## config.mk

```make
export PLATFORM = sky130hd
export DESIGN_NAME = utf16_check_and_newline_normalize
export DESIGN_NICKNAME = d
export VERILOG_FILES = /design/src/rtl/u16nl_pkg.sv /design/src/rtl/utf16_check_and_newline_normalize.sv /design/src/rtl/u16nl_in_stage.sv /design/src/rtl/u16nl_proc.sv
export SDC_FILE = /design/constraint.sdc
export NUM_CORES = 1
export LEC_CHECK = 0
export BUFFER_PORTS_ARGS = -buffer_cell sky130_fd_sc_hd__buf_2
export CAP_MARGIN = 20
export CORE_ASPECT_RATIO = 1.1
export CORE_UTILIZATION = 40
export DETAILED_ROUTE_END_ITERATION = 12
export HOLD_SLACK_MARGIN = 0.1
export PLACE_DENSITY = 0.56
export SLEW_MARGIN = 15
export SYNTH_ARGS = -nofsm -noshare
export SYNTH_HDL_FRONTEND = slang
export SYNTH_HIERARCHICAL = 1
export SYNTH_SLANG_ARGS = --single-unit
```

## constraint.sdc

```tcl
create_clock -name i_clk -period 4.65 [get_ports i_clk]
set_clock_uncertainty 0.1 [all_clocks]
set_input_delay 0.2325 -clock i_clk [delete_from_list [all_inputs] [get_ports i_clk]]
set_output_delay 0.2325 -clock i_clk [all_outputs]
set_load 0.05 [all_outputs]
```

## src/rtl/u16nl_pkg.sv

```systemverilog
`default_nettype none

package u16nl_pkg;

    localparam int unsigned UNIT_W  = 16;
    localparam int unsigned COUNT_W = 17;

    localparam logic [UNIT_W-1:0]  C_NUL          = 16'h0000;
    localparam logic [UNIT_W-1:0]  C_LF           = 16'h000A;
    localparam logic [UNIT_W-1:0]  C_CR           = 16'h000D;
    localparam logic [UNIT_W-1:0]  C_HIGH_FIRST   = 16'hD800;
    localparam logic [UNIT_W-1:0]  C_HIGH_LAST    = 16'hDBFF;
    localparam logic [UNIT_W-1:0]  C_LOW_FIRST    = 16'hDC00;
    localparam logic [UNIT_W-1:0]  C_LOW_LAST     = 16'hDFFF;
    localparam logic [UNIT_W-1:0]  C_TAB          = 16'h0009;
    localparam logic [UNIT_W-1:0]  C_SPACE        = 16'h0020;
    localparam logic [UNIT_W-1:0]  C_NEL          = 16'h0085;
    localparam logic [UNIT_W-1:0]  C_NBSP         = 16'h00A0;
    localparam logic [UNIT_W-1:0]  C_OGHAM        = 16'h1680;
    localparam logic [UNIT_W-1:0]  C_EN_QUAD      = 16'h2000;
    localparam logic [UNIT_W-1:0]  C_HAIR_SPACE   = 16'h200A;
    localparam logic [UNIT_W-1:0]  C_LINE_SEP     = 16'h2028;
    localparam logic [UNIT_W-1:0]  C_PARA_SEP     = 16'h2029;
    localparam logic [UNIT_W-1:0]  C_NNBSP        = 16'h202F;
    localparam logic [UNIT_W-1:0]  C_MMSP         = 16'h205F;
    localparam logic [UNIT_W-1:0]  C_IDEO_SPACE   = 16'h3000;
    localparam logic [UNIT_W-1:0]  C_MAX_UNITS_RST = 16'd4096;
    localparam logic [COUNT_W-1:0] C_COUNT_SAT    = 17'h1FFFF;

    typedef struct packed {
        logic [UNIT_W-1:0] code_unit;
        logic              is_last;
    } t_in_beat;

    typedef struct packed {
        logic [UNIT_W-1:0] out_unit;
        logic              out_valid;
        logic              out_last;
        logic              text_ok;
        logic              already_normalized;
        logic              all_blank;
    } t_out_beat;

    function automatic logic is_high_surr(input logic [UNIT_W-1:0] u);
        return (u >= C_HIGH_FIRST) && (u <= C_HIGH_LAST);
    endfunction

    function automatic logic is_low_surr(input logic [UNIT_W-1:0] u);
        return (u >= C_LOW_FIRST) && (u <= C_LOW_LAST);
    endfunction

    function automatic logic is_blank(input logic [UNIT_W-1:0] u);
        return ((u >= C_TAB) && (u <= C_CR)) || (u == C_SPACE) || (u == C_NEL) ||
               (u == C_NBSP) || (u == C_OGHAM) ||
               ((u >= C_EN_QUAD) && (u <= C_HAIR_SPACE)) ||
               (u == C_LINE_SEP) || (u == C_PARA_SEP) || (u == C_NNBSP) ||
               (u == C_MMSP) || (u == C_IDEO_SPACE);
    endfunction

endpackage

`default_nettype wire

```

## src/rtl/utf16_check_and_newline_normalize.sv

```systemverilog
// Streams a UTF-16 text one code unit per clock while unstalled: CR leaves as LF, an
// LF right after a CR leaves with out_valid low, and every other unit passes
// unchanged. The result beat for the unit marked is_last carries text_ok (no NUL,
// surrogates paired, unit count within max_units), already_normalized and all_blank;
// the units leave before the verdict is known, so a consumer discards the text when
// text_ok is low. One unit is taken every cycle unless stalled, through the single
// register-to-register checking step from the input register to the result register.
// Output stall reaches the input stall in the same cycle once both the input register
// and the result register hold a beat. max_units resets to 4096; the user must write it
// through the config channel only while the block is idle; the block does not enforce it.
`default_nettype none

module utf16_check_and_newline_normalize
    import u16nl_pkg::*;
(
    input  wire logic              i_clk,
    input  wire logic              i_rst_n,
    input  wire logic              i_in_valid,
    output logic                   o_in_stall,
    input  wire t_in_beat          i_in_beat,
    output logic                   o_out_valid,
    input  wire logic              i_out_stall,
    output t_out_beat              o_out_beat,
    input  wire logic              i_cfg_valid,
    output logic                   o_cfg_ready,
    input  wire logic [UNIT_W-1:0] i_cfg_data
);

    logic [UNIT_W-1:0] r_max_units;
    logic              stg_valid;
    t_in_beat          stg_beat;
    logic              stg_take;

    assign o_cfg_ready = 1'b1;

    always_ff @(posedge i_clk) begin
        if (!i_rst_n) begin
            r_max_units <= C_MAX_UNITS_RST;
        end else if (i_cfg_valid && o_cfg_ready) begin
            r_max_units <= i_cfg_data;
        end
    end

    u16nl_in_stage u_in_stage (
        .i_clk   (i_clk),
        .i_rst_n (i_rst_n),
        .i_valid (i_in_valid),
        .o_stall (o_in_stall),
        .i_beat  (i_in_beat),
        .o_valid (stg_valid),
        .o_beat  (stg_beat),
        .i_take  (stg_take)
    );

    u16nl_proc u_proc (
        .i_clk       (i_clk),
        .i_rst_n     (i_rst_n),
        .i_valid     (stg_valid),
        .i_beat      (stg_beat),
        .o_take      (stg_take),
        .i_max_units (r_max_units),
        .o_valid     (o_out_valid),
        .o_beat      (o_out_beat),
        .i_stall     (i_out_stall)
    );

endmodule

`default_nettype wire

```

## src/rtl/u16nl_in_stage.sv

```systemverilog
`default_nettype none

module u16nl_in_stage
    import u16nl_pkg::*;
(
    input  wire logic     i_clk,
    input  wire logic     i_rst_n,
    input  wire logic     i_valid,
    output logic          o_stall,
    input  wire t_in_beat i_beat,
    output logic          o_valid,
    output t_in_beat      o_beat,
    input  wire logic     i_take
);

    logic     r_vld;
    t_in_beat r_beat;
    logic     accept;

    assign o_stall = r_vld && !i_take;
    assign accept  = i_valid && !o_stall;
    assign o_valid = r_vld;
    assign o_beat  = r_beat;

    always_ff @(posedge i_clk) begin
        if (!i_rst_n) begin
            r_vld <= 1'b0;
        end else if (accept) begin
            r_vld <= 1'b1;
        end else if (i_take) begin
            r_vld <= 1'b0;
        end
    end

    always_ff @(posedge i_clk) begin
        if (accept) begin
            r_beat <= i_beat;
        end
    end

endmodule

`default_nettype wire

```

## src/rtl/u16nl_proc.sv

```systemverilog
`default_nettype none

module u16nl_proc
    import u16nl_pkg::*;
(
    input  wire logic              i_clk,
    input  wire logic              i_rst_n,
    input  wire logic              i_valid,
    input  wire t_in_beat          i_beat,
    output logic                   o_take,
    input  wire logic [UNIT_W-1:0] i_max_units,
    output logic                   o_valid,
    output t_out_beat              o_beat,
    input  wire logic              i_stall
);

    logic               r_vld;
    t_out_beat          r_beat;
    logic               r_high_pending;
    logic               r_prev_was_cr;
    logic [COUNT_W-1:0] r_unit_count;
    logic               r_error_seen;
    logic               r_cr_seen;
    logic               r_nonblank_seen;

    logic               n_high_pending;
    logic               n_prev_was_cr;
    logic [COUNT_W-1:0] n_unit_count;
    logic               n_error_seen;
    logic               n_cr_seen;
    logic               n_nonblank_seen;
    t_out_beat          n_beat;
    logic [UNIT_W-1:0]  u;
    logic               ok;

    assign o_take  = i_valid && (!r_vld || !i_stall);
    assign o_valid = r_vld;
    assign o_beat  = r_beat;
    assign u       = i_beat.code_unit;

    always_comb begin
        n_unit_count = (r_unit_count < C_COUNT_SAT) ? r_unit_count + 1'b1 : r_unit_count;
        n_high_pending = r_high_pending;
        n_error_seen   = r_error_seen;
        if (r_high_pending) begin
            if (!is_low_surr(u)) begin
                n_error_seen = 1'b1;
            end
            n_high_pending = 1'b0;
        end else if (u == C_NUL) begin
            n_error_seen = 1'b1;
        end else if (is_high_surr(u)) begin
            n_high_pending = 1'b1;
        end else if (is_low_surr(u)) begin
            n_error_seen = 1'b1;
        end
        n_nonblank_seen = r_nonblank_seen || !is_blank(u);
        n_cr_seen       = r_cr_seen || (u == C_CR);
        n_prev_was_cr   = (u == C_CR);

        n_beat           = '0;
        n_beat.out_unit  = u;
        n_beat.out_valid = 1'b1;
        n_beat.out_last  = i_beat.is_last;
        if (u == C_CR) begin
            n_beat.out_unit = C_LF;
        end else if ((u == C_LF) && r_prev_was_cr) begin
            n_beat.out_unit  = '0;
            n_beat.out_valid = 1'b0;
        end

        ok = !n_error_seen && !n_high_pending && (n_unit_count <= {1'b0, i_max_units});
        if (i_beat.is_last) begin
            n_beat.text_ok            = ok;
            n_beat.already_normalized = ok && !n_cr_seen;
            n_beat.all_blank          = !n_nonblank_seen;
        end
    end

    always_ff @(posedge i_clk) begin
        if (!i_rst_n) begin
            r_vld           <= 1'b0;
            r_high_pending  <= 1'b0;
            r_prev_was_cr   <= 1'b0;
            r_unit_count    <= '0;
            r_error_seen    <= 1'b0;
            r_cr_seen       <= 1'b0;
            r_nonblank_seen <= 1'b0;
        end else begin
            if (o_take) begin
                r_vld <= 1'b1;
            end else if (!i_stall) begin
                r_vld <= 1'b0;
            end
            if (o_take) begin
                if (i_beat.is_last) begin
                    r_high_pending  <= 1'b0;
                    r_prev_was_cr   <= 1'b0;
                    r_unit_count    <= '0;
                    r_error_seen    <= 1'b0;
                    r_cr_seen       <= 1'b0;
                    r_nonblank_seen <= 1'b0;
                end else begin
                    r_high_pending  <= n_high_pending;
                    r_prev_was_cr   <= n_prev_was_cr;
                    r_unit_count    <= n_unit_count;
                    r_error_seen    <= n_error_seen;
                    r_cr_seen       <= n_cr_seen;
                    r_nonblank_seen <= n_nonblank_seen;
                end
            end
        end
    end

    always_ff @(posedge i_clk) begin
        if (o_take) begin
            r_beat <= n_beat;
        end
    end

    // text state starts over after the last beat
    a_clear_after_last: assert property (@(posedge i_clk) disable iff (!i_rst_n)
        (o_take && i_beat.is_last) |=> (r_unit_count == '0) && !r_high_pending &&
            !r_error_seen && !r_prev_was_cr)
        else $error("text state not cleared after last beat");

    a_status_only_on_last: assert property (@(posedge i_clk) disable iff (!i_rst_n)
        (r_vld && !r_beat.out_last) |-> (!r_beat.text_ok && !r_beat.already_normalized &&
            !r_beat.all_blank))
        else $error("status flags set on a beat that is not last");

    a_norm_needs_ok: assert property (@(posedge i_clk) disable iff (!i_rst_n)
        (r_vld && r_beat.already_normalized) |-> r_beat.text_ok)
        else $error("normalized reported on invalid text");

    a_drop_after_cr: assert property (@(posedge i_clk) disable iff (!i_rst_n)
        (o_take && (u == C_LF) && r_prev_was_cr) |=>
            (r_vld && !r_beat.out_valid && (r_beat.out_unit == '0)))
        else $error("lf after cr not dropped");

    a_count_sat: assert property (@(posedge i_clk) disable iff (!i_rst_n)
        (o_take && !i_beat.is_last && (r_unit_count == C_COUNT_SAT))
            |=> (r_unit_count == C_COUNT_SAT))
        else $error("unit counter wrapped");

endmodule

`default_nettype wire
```

==> results.json <==
{
  "required_ns": 4.72,
  "routedWlPerCell_um": 14.6,
  "setup_tns_ns": 0,
  "die_h_um": 107,
  "path_depth": 11,
  "fill_cells": 891,
  "final_area_mm2": 0.00490,
  "synth_fa_ha_area_share_pct": 5.27,
  "avgViaCountPerCell": 5.39,
  "cpLargestDelayFamily": "simple AND/OR/NAND/NOR gates",
  "max_cap_viol_count": 0,
  "synth_cell_type_count": 57,
  "seqPwrFrac_pct": 53.1,
  "cts_tree": "done",
  "synth-warning-count": 6,
  "io_buffers": 60,
  "area_growth_pct": 21.3,
  "outcome": "finished, final reports clean",
  "muxShareOfSynthArea_pct": 4.71,
  "hp-start": "i_rst_n",
  "dpl_cell_area_mm2": 0.00435,
  "setup_viol": 0,
  "final_util_pct": 49.7,
  "grt_remaining_overflow": 0,
  "fmax_mhz": 298,
  "synth_ff_type": "dfxtp_1",
  "core_area_mm2": 0.00984,
  "gp_congestion": 0.873,
  "grt_antenna_before_repair": 0,
  "crit_path_max_fanout": 5,
  "endpoint": "u_proc/o_beat[1]",
  "p_int_mw": 1.08,
  "initial_core_util_pct": 41.0,
  "die_area_mm2": 0.0105,
  "htree_levels": 3,
  "clkLatencyLatePin_ns": 0.35,
  "synth-simple-area-share_pct": 23.5,
  "num_rows": 38,
  "io_pins": 62,
  "cts-buffers-inserted": 9,
  "r2r_cells": 11,
  "grt_pass1_vias": 3076,
  "worst_slew_pin_slew_ns": 0.914,
  "sw_frac_of_total_pct": 26.7,
  "start_kind": "flip-flop",
  "ys_seq_elements": 78,
  "final_max_slew_viol_count": 0,
  "synth_top_cell_by_area": "edfxtp_1",
  "final_common_cell": "buf_2",
  "num_vias": 3299,
  "synth_fp_nets": 465,
  "dp_worst_setup_slack_ns": 1.31,
  "routed_wl_mm": 8.93,
  "synth_area_leaders": "edfxtp_1, dfxtp_1, ha_1",
  "clock_sinks": 78,
  "slowest_delay_ns": 0.40,
  "vdd_drop_max_v": 0.000182,
  "synth_compound_area_share_pct": 10.0,
  "crit_path_end_kind": "flip-flop",
  "post-route-period-util_pct": 72.1,
  "grt_pass1_wl_mm": 14.6,
  "dp_hpwl_mm": 6.20,
  "synth-async-reset-ratio_pct": 0,
  "drt_drc_violations_left": 0,
  "fp.dieW_um": 97.8,
  "cts_buffer_depth": 2,
  "synth_edf_count": 38,
  "dr.pass1.iters": 5,
  "cts_resized": 0,
  "period_minus_slack_ns": 3.35,
  "power_frac_comb_pct": 12.2,
  "critPathLaunch": "u_proc/r_unit_count[0]",
  "fin_nets": 542,
  "reg2reg_from": "u_proc/r_unit_count[0]",
  "cpMaxStageDelayCell": "dfxtp_1",
  "synth_seq_area_share_pct": 48.1,
  "netlist_instances": 410,
  "drive_gt1_share_pct": 17.3,
  "timing.rr.end": "u_proc/o_beat[1]",
  "fin_hold_ws_ns": 0.183,
  "final_antenna_net_count": 0,
  "crit_type": "flip-flop to flip-flop",
  "hold_violations": 0,
  "path_cells": "ha_1 > nand3_1 > or2_2 > nor3_1 > xor2_1 > ha_1 > nand2_1 > or3_1 > o32ai_1 > a31oi_1 > nor4_1",
  "root_buffer": "clkbuf_8",
  "gr-usage-all-layers_pct": 18.1,
  "synth_top_family_by_area": "simple AND/OR/NAND/NOR gates",
  "holdCritPathClass": "primary input to flip-flop",
  "clock_power_share_pct": 34.7,
  "slew_headroom_pct": 38.9,
  "drt_iter0_drc": 202,
  "antenna_cells": 0,
  "most-common-layout-cells": "buf_2, dfxtp_1, edfxtp_1",
  "synth-xor-area-share_pct": 2.60,
  "holdBufCountCts": 35,
  "switchingPower_uw": 392,
  "crit_arrival_ns": 3.43,
  "fin_ws_ns": 1.30,
  "syn_avg_cell_area_um2": 9.84,
  "cpMostUsedCell": "ha_1",
  "syn_area_mm2": 0.00404,
  "leakagePower_nw": 1.90,
  "cts_setup_buffers": 0,
  "netlist.area_leader.share_pct": 28.3,
  "grt_max_degree": 27,
  "critPathBufInv": 0,
  "power.density_mw_per_mm2": 300,
  "reg2reg_slack_ns": 1.30,
  "rsz0062_at_grt": "no",
  "path_clk_slew_ns": 0.08
}
-- worst register-to-register path, stage by stage (launching register included) --
cell and delay, ns:
dfxtp_1 0.40, ha_1 0.23, nand3_1 0.11, or2_2 0.34, nor3_1 0.38, xor2_1 0.13, ha_1 0.31, nand2_1 0.08
or3_1 0.37, o32ai_1 0.29, a31oi_1 0.13, nor4_1 0.32
-- through the flow --
stage	cells	power [mW]
6_report	612	1.47
2_1_floorplan	410	0.907
3_5_place_dp	561	0.953
5_1_grt	612	1.54
4_1_cts	612	1.49
3_3_place_gp	561	0.951
-- area by class of cell --
class	instances	area (um2)	area share, %
clock inverter	6	68.8	1.41
sequential	78	1940	39.7
inverter	20	75.1	1.53
timing repair buffer	97	666	13.6
tap	120	150	3.07
clock buffer	10	128	2.61
multi-input combinational	281	1870	38.1
-- metal layers --
layer	wire length, um	vias to the layer above	GRT usage, %
met1	4110	1566	23.6
met3	443	9	4.03
met2	4260	79	29.2
met4	114	0	7.25
met5	0	-	0
li1	-	1645	-
-- registers in the layout, indices dropped and copies added, names as in the netlist, 16 cells and up --
signal               flops
u_in_stage/o_beat       17
r_max_units             16
u_proc/r_unit_count     17
u_proc/o_beat           21
-- logic make-up (layout without fill, tap and decap cells) --
group                    Yosys count  after routing
AND/OR/NAND/NOR                  169            169
other                              1              1
buffers and inverters             51            133
XOR/XNOR                          12             12
flip-flops                        78             78
adder cells (fa/ha/maj)           17             17
AO/OA/AOI/OAI                     63             63
multiplexers                      19             19
-- power groups by stage --
stage,registers (mW),clock network (mW),logic [mW]
after CTS,0.780,0.527,0.180
final,0.780,0.511,0.179
after detailed placement,0.796,0,0.157
after floorplan,0.824,0,0.0838
after global placement,0.796,0,0.156
after global routing,0.785,0.561,0.195
-- worst min-delay path by stage --
stage	end	slack [ns]	depth (start not counted)
2_1_floorplan	u_in_stage/o_beat[0]	0.23	0
3_3_place_gp	u_in_stage/o_beat[6]	0.31	1
3_5_place_dp	u_in_stage/o_beat[6]	0.31	1
4_1_cts	r_max_units[12]	0.16	2
5_1_grt	r_max_units[12]	0.22	2
6_report	r_max_units[12]	0.18	2
-- cell usage after synthesis, types with 9 or more instances --
cell      instances
inv_1            19
nand2_1          31
a21oi_1          23
nor2b_1          21
clkbuf_1         21
nand4_1          17
ha_1             17
edfxtp_1         38
mux2i_1          19
dfxtp_1          40
nand3_1          14
nor2_1           24
nor3_1           14
o21ai_0           9
Power figures use the tool's default switching activity.
